[src/design/ohs_pkg.sv]
// shared types, codes and defaults for the open-addressed hash set
`timescale 1ns / 1ps
`default_nettype none

package ohs_pkg;

	localparam int DEF_TABLE_SLOTS = 256;
	localparam int DEF_KEY_BITS    = 31;

	localparam int CNT_W       = 9;
	localparam int ACT_W       = 2;
	localparam int TAG_W       = 2;
	localparam int OUT_TDATA_W = 16;
	localparam int OUT_TUSER_W = 2;

	localparam logic [CNT_W-1:0] MAX_ENTRIES_RESET = 9'd171;

	localparam logic [ACT_W-1:0] ACT_ADD    = 2'd0;
	localparam logic [ACT_W-1:0] ACT_REMOVE = 2'd1;
	localparam logic [ACT_W-1:0] ACT_TEST   = 2'd2;

	typedef enum logic [TAG_W-1:0] {
		TAG_EMPTY = 2'd0,
		TAG_LIVE  = 2'd1,
		TAG_TOMB  = 2'd2
	} tag_t;

	typedef struct packed {
		logic clear_en;
		logic load;
		logic advance;
		logic commit;
	} ohs_cmd_t;

	typedef struct packed {
		logic clear_done;
		logic probe_end;
		logic out_free;
	} ohs_sts_t;

endpackage

`default_nettype wire

[src/design/ohs_ctrl.sv]
// controller state machine: clearing sweep, request intake and probe sequencing
`timescale 1ns / 1ps
`default_nettype none

module ohs_ctrl (
	input  logic             clk,
	input  logic             arst_n,
	input  logic             in_valid,
	output logic             in_ready,
	output ohs_pkg::ohs_cmd_t cmd,
	input  ohs_pkg::ohs_sts_t sts
);

	import ohs_pkg::*;

	typedef enum logic [1:0] {
		ST_CLEAR,
		ST_IDLE,
		ST_PROBE
	} state_t;

	state_t state_q;

	assign in_ready = (state_q == ST_IDLE);

	always_comb begin
		cmd = '0;
		case (state_q)
			ST_CLEAR: begin
				cmd.clear_en = 1'b1;
			end
			ST_IDLE: begin
				cmd.load = in_valid;
			end
			ST_PROBE: begin
				cmd.advance = !sts.probe_end;
				cmd.commit  = sts.probe_end && sts.out_free;
			end
			default: begin
				cmd = '0;
			end
		endcase
	end

	always_ff @(posedge clk or negedge arst_n) begin
		if (!arst_n) begin
			state_q <= ST_CLEAR;
		end else begin
			case (state_q)
				ST_CLEAR: begin
					if (sts.clear_done) begin
						state_q <= ST_IDLE;
					end
				end
				ST_IDLE: begin
					if (in_valid) begin
						state_q <= ST_PROBE;
					end
				end
				ST_PROBE: begin
					if (sts.probe_end && sts.out_free) begin
						state_q <= ST_IDLE;
					end
				end
				default: begin
					state_q <= ST_CLEAR;
				end
			endcase
		end
	end

endmodule

`default_nettype wire

[config.mk]
export PLATFORM = sky130hd
export DESIGN_NAME = ohs_ctrl
export DESIGN_NICKNAME = d
export VERILOG_FILES = /design/src/design/ohs_pkg.sv /design/src/design/ohs_ctrl.sv
export SDC_FILE = /design/constraint.sdc
export NUM_CORES = 1
export LEC_CHECK = 0
export BUFFER_PORTS_ARGS = -buffer_cell sky130_fd_sc_hd__buf_2
export CORE_AREA = 2 2 39 41
export CTS_CLUSTER_SIZE = 20
export DETAILED_ROUTE_END_ITERATION = 16
export DIE_AREA = 0 0 41 43
export PLACE_DENSITY = 0.3
export SLEW_MARGIN = 5
export SYNTH_ARGS = -nofsm -noshare
export SYNTH_HDL_FRONTEND = slang
export SYNTH_SLANG_ARGS = --single-unit
[constraint.sdc]
create_clock -name clk -period 1.24 [get_ports clk]
set_clock_uncertainty 0.15 [all_clocks]
set_input_delay 0.248 -clock clk [delete_from_list [all_inputs] [get_ports clk]]
set_output_delay 0.248 -clock clk [all_outputs]
set_load 0.03 [all_outputs]
==> impl_results.md, run 1 <==
* Status: finished with violations
* Failing checks: negative setup slack
* Sw frac at 0.403
* Slew HR at 0.852
* Top cells by count, synth: dfrtp_1, inv_1, nor2_1
* Total power at 0.000814 W
* GPL Wtd Cong at a little over 0.6
* DRT Pass-1 Iters at 2
* Vias per cell at roughly 3.6
* HPWL after DPL at 279 µm
* Seq/Total Area, Yosys at 0.396
* Total gr overflow at 0
* CP endpoint kind: output port
* Max FFs per register at 2
* Synth async-reset ratio at 1.00
* First-pass GRT wire length at slightly below 800 µm
* Clock Sinks at 2
* M1 GR Usage at 0.0871
* Total Wirelength at 440 µm
* NetSw at 0.000328 W
* Setup ws final at -0.239 ns
* Layout cell share with drive strength beyond 1 at 0.697
* Hold Crit Class: in -> reg
* Initial Util at 0.0913
* Arr. time, crit path at approximately 1.1 ns
* Worst Path Max Fanout at 6
* Area leader, netlist: dfrtp_1
* Clk pwr share at 0.182
* Die Y at approximately 43 µm
* Wire per inst at 8.98 µm
* Core Rows at 14
* Syn nets at 20
* Cells after Synth at 14
* DIE AREA at 1760 µm²
* IO Port Bufs at 10
* Final Max Slew Viols at 0
* Worst-Margin Slew at 0.218 ns
* Worst EP required at 0.84 ns
* Placed instance count at between 40 and 50
* Nature of the critical path startpoint: flip-flop
* Crit path largest cell delay at around 0.43 ns
* Max rail drop VDD at 0.598 mV
* Initial drt markers at 1
* Gate power share at 0.623
* Post-synth EDFFs at 0
* P_leak at 0.164 nW
* Crit path cell chain: nand4b_1 -> inv_1 -> buf_6
* Main flop type after synthesis: dfrtp_1
* Synth cell types at 11
* Reg clk slew, reported paths at 0.03 ns
* Final Instance Count excl. Fillers at 49
* Number of nets in the layout at 41
* Routed Antenna Nets at 0
* Core Region at 1380 µm²
* Routing usage on met3 at 0.0628
* Ant diodes at 0
* Clock latency on the worst-skew pair at approximately 0.23 ns
* Post-route setup TNS at -1.05 ns
* Fin crit share at 1.19
* Min Tclk post-route at 1.48 ns
* Clock buffer depth at 2
* Root buf cell: clkbuf_4
* Register with the most flip-flops: state_q
* Synth area leaders: dfrtp_1, and3b_1, nand4b_1
* MaxCap Viol Count at 0
* Busiest grt layer: met1
* Unrepaired setup endpoints after global routing: true
* Ports at 11
* CTS tree: done
* DRC at 0
* Met2 usage at 0.0781
* Pwr Density at 2550 nW/µm²
* P_int at between 0.0004 and 0.0005 W
* H-tree Lvls at 1
* Yosys warns at 0
* Largest net degree at the start of global routing at 7
* Die width at 41 µm
* Final setup viols at 6
* Crit path kind: reg -> out
* Final hold viol count at 0
* Area Growth Syn to Fin at 152%
* FMAX at 0.676 GHz
* Initial antenna violation count at 0
* Synthesized area per cell at 9.03 µm²
* Critical path's slowest cell: dfrtp_2
* Cts bufs inserted at 3
* GRT Total Usage at 0.0734
* Number of global-route vias before repair at ~190
* Top flop regs: state_q x2
* Yosys top cell area share at 0.396
* #FFs+latches synth at 2
* Via count at 175
* Sequential power share at 0.195
* Mapped Area at ~130 µm²
final timing paths:
check | start | end | slack (ns) | depth (start not counted)
max | state_q[0]$_DFFE_PN0P_ | cmd[0] | -0.24 | 3
min | sts[2] | state_q[0]$_DFFE_PN0P_ | 0.14 | 3
max reg2reg | state_q[1]$_DFFE_PN0P_ | state_q[0]$_DFFE_PN0P_ | -0.06 | 3
min reg2reg | state_q[0]$_DFFE_PN0P_ | state_q[0]$_DFFE_PN0P_ | 0.50 | 2
max in group asynchronous | arst_n | state_q[0]$_DFFE_PN0P_ | 0.65 | 2
min in group asynchronous | arst_n | state_q[1]$_DFFE_PN0P_ | 0.19 | 2
kinds of logic (layout without fill, tap and decap cells):
logic type	after synthesis	count (layout)	share of synthesized area
flops	2	2	0.396
buf+inv	2	21	0.0594
simple gates	8	8	0.416
compound gates	2	2	0.129
power groups by stage:
stage                     combinational, W  clock (W)  sequential, W
final                             0.000507   0.000148       0.000158
after global routing              0.000546   0.000166       0.000168
after CTS                         0.000443   0.000155       0.000155
after detailed placement          0.000325          0       0.000147
after global placement            0.000327          0       0.000143
after floorplan                   0.000222          0       0.000134
layer usage:
metal,up-vias,part of all wire
met3,2,0.13
met4,0,0.023
met2,13,0.41
met1,74,0.43
li1,86,-
met5,-,0
worst max-delay path, delay by kind of cell, from the launching register on:
| family | cells | cell delay (ns) |
|---|---|---|
| AND/OR/NAND/NOR | 1 | 0.21 |
| buffers and inverters | 2 | 0.22 |
| flip-flops | 1 | 0.43 |
area by class of cell:
cell class	instances	area [µm²]
fillers	153	1060
repair buffers	16	125
multi-input cells	10	91.3
flip-flops and latches	2	52.6
clock buffers	3	22.5
well taps	16	20.0
inverters	2	7.51
through the flow:
step / worst slack [ns] / area (µm²) / hold slack (ns) / utilization
after global routing: -0.318 / 319 / 0.136 / 0.231
after CTS: -0.245 / 298 / 0.138 / 0.215
after floorplan: 0.00517 / 131 / -0.198 / -
after detailed placement: -0.0408 / 216 / -0.116 / 0.156
after global placement: -0.0387 / 216 / -0.115 / 0.156
final: -0.239 / 319 / 0.137 / 0.231
cell usage in the layout, fill, tap and decap left out:
cell type	Yosys	layout
clkbuf_4	0	3
inv_1	2	2
nor2_4	0	1
nor2b_4	0	1
nand2b_4	0	1
buf_2	0	5
dlygate4sd3_1	0	1
nand4b_1	1	1
nor2_1	2	1
buf_4	0	6
o311ai_1	1	1
and3b_1	1	1
buf_6	0	4
and2_1	1	1
or3b_1	1	1
dfrtp_2	0	2
o21bai_1	1	1
repair_timing:
action,CTS,global route
endpoints found under the hold margin,2,0
buffers inserted,1,2
setup endpoints to repair,5,6
pin swaps,1,0
hold buffers,1,0
resized for setup,12,2
Power figures use the tool's default switching activity.
==> inputs of run 2 (changes only) <==
--- a/config.mk
+++ b/config.mk
@@ -11,6 +11,7 @@
 export DETAILED_ROUTE_END_ITERATION = 16
 export DIE_AREA = 0 0 41 43
 export PLACE_DENSITY = 0.3
+export REMOVE_ABC_BUFFERS = 1
 export SLEW_MARGIN = 5
 export SYNTH_ARGS = -nofsm -noshare
 export SYNTH_HDL_FRONTEND = slang
==> impl_results.md, run 2 (same netlist as run 1, synthesis figures left out) <==
* Final Max Slew Viols at 0
* Clk pwr share at 0.185
* GPL Wtd Cong at 0.633
* Ant diodes at 0
* Cts bufs inserted at 3
* CTS tree: done
* Final hold viol count at 0
* Largest net degree at the start of global routing at 8
* Clock buffer depth at 2
* Placed cell area at slightly below 200 µm²
* Pwr Density at 2470 nW/µm²
* Sequential power share at 0.214
* Worst EP required at roughly 0.84 ns
* FMAX at around 0.66 GHz
* NetSw at 0.000316 W
* IO Port Bufs at 10
* Min Tclk post-route at 1.51 ns
* Register with the most flip-flops: state_q
* Routed Antenna Nets at 0
* Worst-Margin Slew at 0.228 ns
* Critical path's slowest cell: dfrtp_2
* P_leak at 0.158 nW
* Root buf cell: clkbuf_4
* Met3 wire length at 67 µm
* Total power at 0.000769 W
* Ports at 11
* Arr. time, crit path at 1.11 ns
* Total Wirelength at 412 µm
* Clock latency on the worst-skew pair at between 0.2 and 0.25 ns
* Failing checks: negative setup slack
* Initial Util at 0.0913
* Initial antenna violation count at 0
* Crit path cell chain: nand4b_1 -> inv_1 -> buf_6
* Setup crit start: state_q[0]$_DFFE_PN0P_
* GRT Total Usage at 0.0622
* CP delay by family, top: flip-flops
* HP Start: sts[2]
* Status: finished with violations
* Slew HR at 0.846
* CP endpoint kind: output port
* Post-route cell area at 312 µm²
* Worst r2r src: state_q[1]$_DFFE_PN0P_
* DRT Pass-1 Iters at 4
* Worst Path Max Fanout at 7
* MaxCap Viol Count at 0
* Core Rows at 14
* # fillers at between 150 and 200
* Hold Crit Class: in -> reg
* Number of nets in the layout at 40
* Crit path largest cell delay at 0.43 ns
* Wire per inst at roughly 8.6 µm
* P_int at 0.000453 W
* Die Y at 43 µm
* DRC at 0
* Reg clk slew, reported paths at 0.03 ns
* Fin crit share at 1.22
* Final setup viols at 6
* Number of global-route vias before repair at 175
* H-tree Lvls at 1
* Nature of the critical path startpoint: flip-flop
* Bufs and invs on worst path at 2
* M1 WL at about 170 µm
* Highest Signal Layer: met3
* Commonest cells after routing, fill and taps aside: buf_2, buf_4, buf_6
* Clock Sinks at 2
* Layout cell share with drive strength beyond 1 at 0.688
* Via count at 174
* HPWL after DPL at 272 µm
* Max FFs per register at 2
* Initial drt markers at 3
* Die width at 41 µm
* Unrepaired setup endpoints after global routing: true
* Setup ws final at -0.267 ns
* DIE AREA at between 1500 and 2000 µm²
* Gate power share at 0.601
* Sw frac at 0.411
* WL met2 at between 150 and 200 µm
* Total gr overflow at 0
* Top flop regs: state_q x2
* Max rail drop VDD at 0.716 mV
* Core Region at 1380 µm²
* Vias per cell at 3.63
* First-pass GRT wire length at 655 µm
* Crit path kind: reg -> out
* Pre-CTS WS at -0.0512 ns
* Final Instance Count excl. Fillers at 48
* Placed instance count at 40
* Area Growth Syn to Fin at 147%
[run 2: changes by cell type in the layout (fill, tap and decap cells not counted), sizes merged]
cell	change
buf	-1
[run 2: worst reg2reg max path, stage by stage, from the launching register on]
cell and delay [ns]:
dfrtp_2 0.45, buf_4 0.15, or3b_1 0.36, o311ai_1 0.08
[run 2: repair_timing]
| action | in CTS | in global routing |
|---|---|---|
| endpoints found under the hold margin | 2 | 0 |
| cloned | 0 | 0 |
| buffers inserted | 2 | 2 |
| resized for setup | 12 | 3 |
| setup endpoints to repair | 5 | 6 |
| hold buffers | 1 | 0 |
| pin swaps | 3 | 1 |
[run 2: worst paths after layout]
check	endpoint	slack, ns	depth (start not counted)
hold reg to reg	state_q[0]$_DFFE_PN0P_	0.42	1
max in group asynchronous	state_q[0]$_DFFE_PN0P_	0.64	2
min in group asynchronous	state_q[1]$_DFFE_PN0P_	0.19	2
hold / removal	state_q[0]$_DFFE_PN0P_	0.14	3
setup / recovery	cmd[0]	-0.27	3
setup reg to reg	state_q[0]$_DFFE_PN0P_	-0.06	3
[run 2: cell type report]
| type | count | area, µm² | share of cell area |
|---|---|---|---|
| sequential | 2 | 52.6 | 0.169 |
| timing repair buffer | 15 | 118 | 0.378 |
| tap | 16 | 20.0 | 0.0643 |
| clock buffer | 3 | 22.5 | 0.0723 |
| multi-input combinational | 10 | 91.3 | 0.293 |
| inverter | 2 | 7.51 | 0.0241 |
[run 2: power by group through the flow]
stage          sequential [W]  combinational (W)  clock (W)
2_1_floorplan        0.000132           0.000214          0
3_3_place_gp         0.000141           0.000289          0
3_5_place_dp         0.000148           0.000287          0
4_1_cts              0.000158           0.000400   0.000154
5_1_grt              0.000166           0.000496   0.000165
6_report             0.000165           0.000462   0.000142
[run 2: metal layers]
| metal | up-vias | GRT usage |
|---|---|---|
| li1 | 85 | - |
| met2 | 11 | 0.0656 |
| met4 | 0 | 0.0800 |
| met1 | 78 | 0.0673 |
| met5 | - | 0 |
| met3 | 0 | 0.0419 |
[run 2: metrics by stage]
| step | hold WS [ns] | util | TNS (ns) |
|---|---|---|---|
| floorplan | -0.198 | - | -0.139 |
| global route | 0.142 | 0.225 | -1.21 |
| detailed placement | -0.115 | 0.142 | -0.113 |
| global placement | -0.116 | 0.142 | -0.0561 |
| finish | 0.140 | 0.225 | -0.954 |
| CTS | 0.133 | 0.205 | -1.04 |
==> inputs of run 3 (changes only) <==
--- a/config.mk
+++ b/config.mk
@@ -7,6 +7,7 @@
 export LEC_CHECK = 0
 export BUFFER_PORTS_ARGS = -buffer_cell sky130_fd_sc_hd__buf_2
 export CORE_AREA = 2 2 39 41
+export CTS_BUF_LIST = sky130_fd_sc_hd__clkbuf_8
 export CTS_CLUSTER_SIZE = 20
 export DETAILED_ROUTE_END_ITERATION = 16
 export DIE_AREA = 0 0 41 43
==> impl_results.md, run 3 (same netlist as run 1, synthesis figures left out) <==
* Number of nets in the layout at 40
* Clock Sinks at 2
* Slew HR at 0.845
* IO Port Bufs at 10
* Fin crit share at 1.20
* Failing checks: negative setup slack
* Layout cell share with drive strength beyond 1 at 0.688
* MaxCap Viol Count at 0
* Max rail drop VDD at 0.841 mV
* Initial drt markers at 1
* Final setup viols at 6
* Hold Crit Class: in -> reg
* CTS tree: done
* Via count at roughly 170
* Placed instance count at 40
* P_leak at 0.166 nW
* Setup ws final at -0.253 ns
* Max FFs per register at 2
* GRT Total Usage at 0.0632
* Worst hold stages at 3
* Unrepaired setup endpoints after global routing: true
* Cts bufs inserted at 3
* Die Y at between 40 and 50 µm
* GPL Wtd Cong at 0.633
* Nature of the critical path startpoint: flip-flop
* Routed Antenna Nets at 0
* Reg clk slew, reported paths at 0.03 ns
* Root buf cell: clkbuf_8
* Top flop regs: state_q x2
* Final Instance Count excl. Fillers at 48
* Ports at 11
* Die width at around 41 µm
* Worst Path Max Fanout at 7
* Area of the multi-input gates at 91.3 µm²
* Ant diodes at 0
* Commonest cells after routing, fill and taps aside: buf_2, buf_4, buf_6
* Min Tclk post-route at roughly 1.5 ns
* DRT Pass-1 Iters at 4
* Initial antenna violation count at 0
* Wire per inst at 8.81 µm
* Sequential cell area at between 50 and 60 µm²
* Total gr overflow at 0
* Arr. time, crit path at 1.10 ns
* Total Wirelength at about 420 µm
* Register with the most flip-flops: state_q
* Core Region at roughly 1400 µm²
* First-pass GRT wire length at 669 µm
* DIE AREA at 1760 µm²
* Final Max Slew Viols at 0
* Worst EP required at about 0.84 ns
* Crit path kind: reg -> out
* Worst-Margin Slew at approximately 0.23 ns
* CP endpoint kind: output port
* Pwr Density at 2670 nW/µm²
* Clock latency on the worst-skew pair at roughly 0.21 ns
* Vias per cell at 3.58
* Largest net degree at the start of global routing at 8
* Final hold viol count at 0
* Status: finished with violations
* Worst reg-to-reg path cell count at 3
* HPWL after DPL at between 200 and 300 µm
* Number of global-route vias before repair at 175
* Post-route setup TNS at -0.882 ns
* Core Rows at 14
* FMAX at 0.670 GHz
* Area Growth Syn to Fin at 161%
* Clock buffer depth at 2
* DRC at 0
* H-tree Lvls at 1
* Initial Util at 0.0913
* # fillers at roughly 160
[run 3: changes by cell type in the layout (fill, tap and decap cells not counted)]
cell	change
clkbuf_8	+3
clkbuf_4	-3
[run 3: path summary, 6_finish.rpt]
path                                             start                      to  slack [ns]
worst max-delay path            state_q[0]$_DFFE_PN0P_                  cmd[0]       -0.25
worst min-delay path                            sts[2]  state_q[0]$_DFFE_PN0P_        0.15
worst max register to register  state_q[1]$_DFFE_PN0P_  state_q[0]$_DFFE_PN0P_       -0.06
worst min register to register  state_q[0]$_DFFE_PN0P_  state_q[0]$_DFFE_PN0P_        0.42
max in group asynchronous                       arst_n  state_q[0]$_DFFE_PN0P_        0.63
min in group asynchronous                       arst_n  state_q[1]$_DFFE_PN0P_        0.20
[run 3: worst max-delay path, cell delays in order, from the launching register on]
cell and delay [ns]:
dfrtp_2 0.43, nand4b_1 0.23, inv_1 0.10, buf_6 0.13
[run 3: timing repair]
item	CTS	global route
setup endpoints to repair	5	6
hold buffers	1	0
resized for setup	12	3
buffers inserted	2	2
pin swaps	3	1
endpoints found under the hold margin	2	0
[run 3: through the flow]
step                      utilization  instance area [µm²]  hold slack [ns]  total power [W]  setup slack, ns
after CTS                       0.219                  303            0.153         0.000822           -0.242
final                           0.239                  330            0.153         0.000881           -0.253
after global routing            0.239                  330            0.163         0.000939           -0.305
after floorplan                     -                  126           -0.198         0.000346           -0.119
after global placement          0.142                  196           -0.116         0.000430          -0.0215
after detailed placement        0.142                  196           -0.115         0.000435          -0.0512
[run 3: layout make-up]
type | instances | share of cell area
inverters | 2 | 0.0227
repair buffers | 15 | 0.356
multi-input cells | 10 | 0.277
well taps | 16 | 0.0606
flip-flops and latches | 2 | 0.159
clock buffers | 3 | 0.125
[run 3: layer usage]
metal / track usage / routed length, µm
met5: 0 / 0
met2: 0.0656 / 177
met1: 0.0705 / 177
met4: 0.0800 / 0
met3: 0.0419 / 67
[run 3: where the power goes]
group | total, W | switching, W | leakage (nW) | internal [W]
Sequential | 0.000165 | 0.0000612 | 0.0227 | 0.000104
Clock | 0.000254 | 0.0000490 | 0.0216 | 0.000205
Combinational | 0.000462 | 0.000219 | 0.122 | 0.000243
Total | 0.000881 | 0.000329 | 0.166 | 0.000552
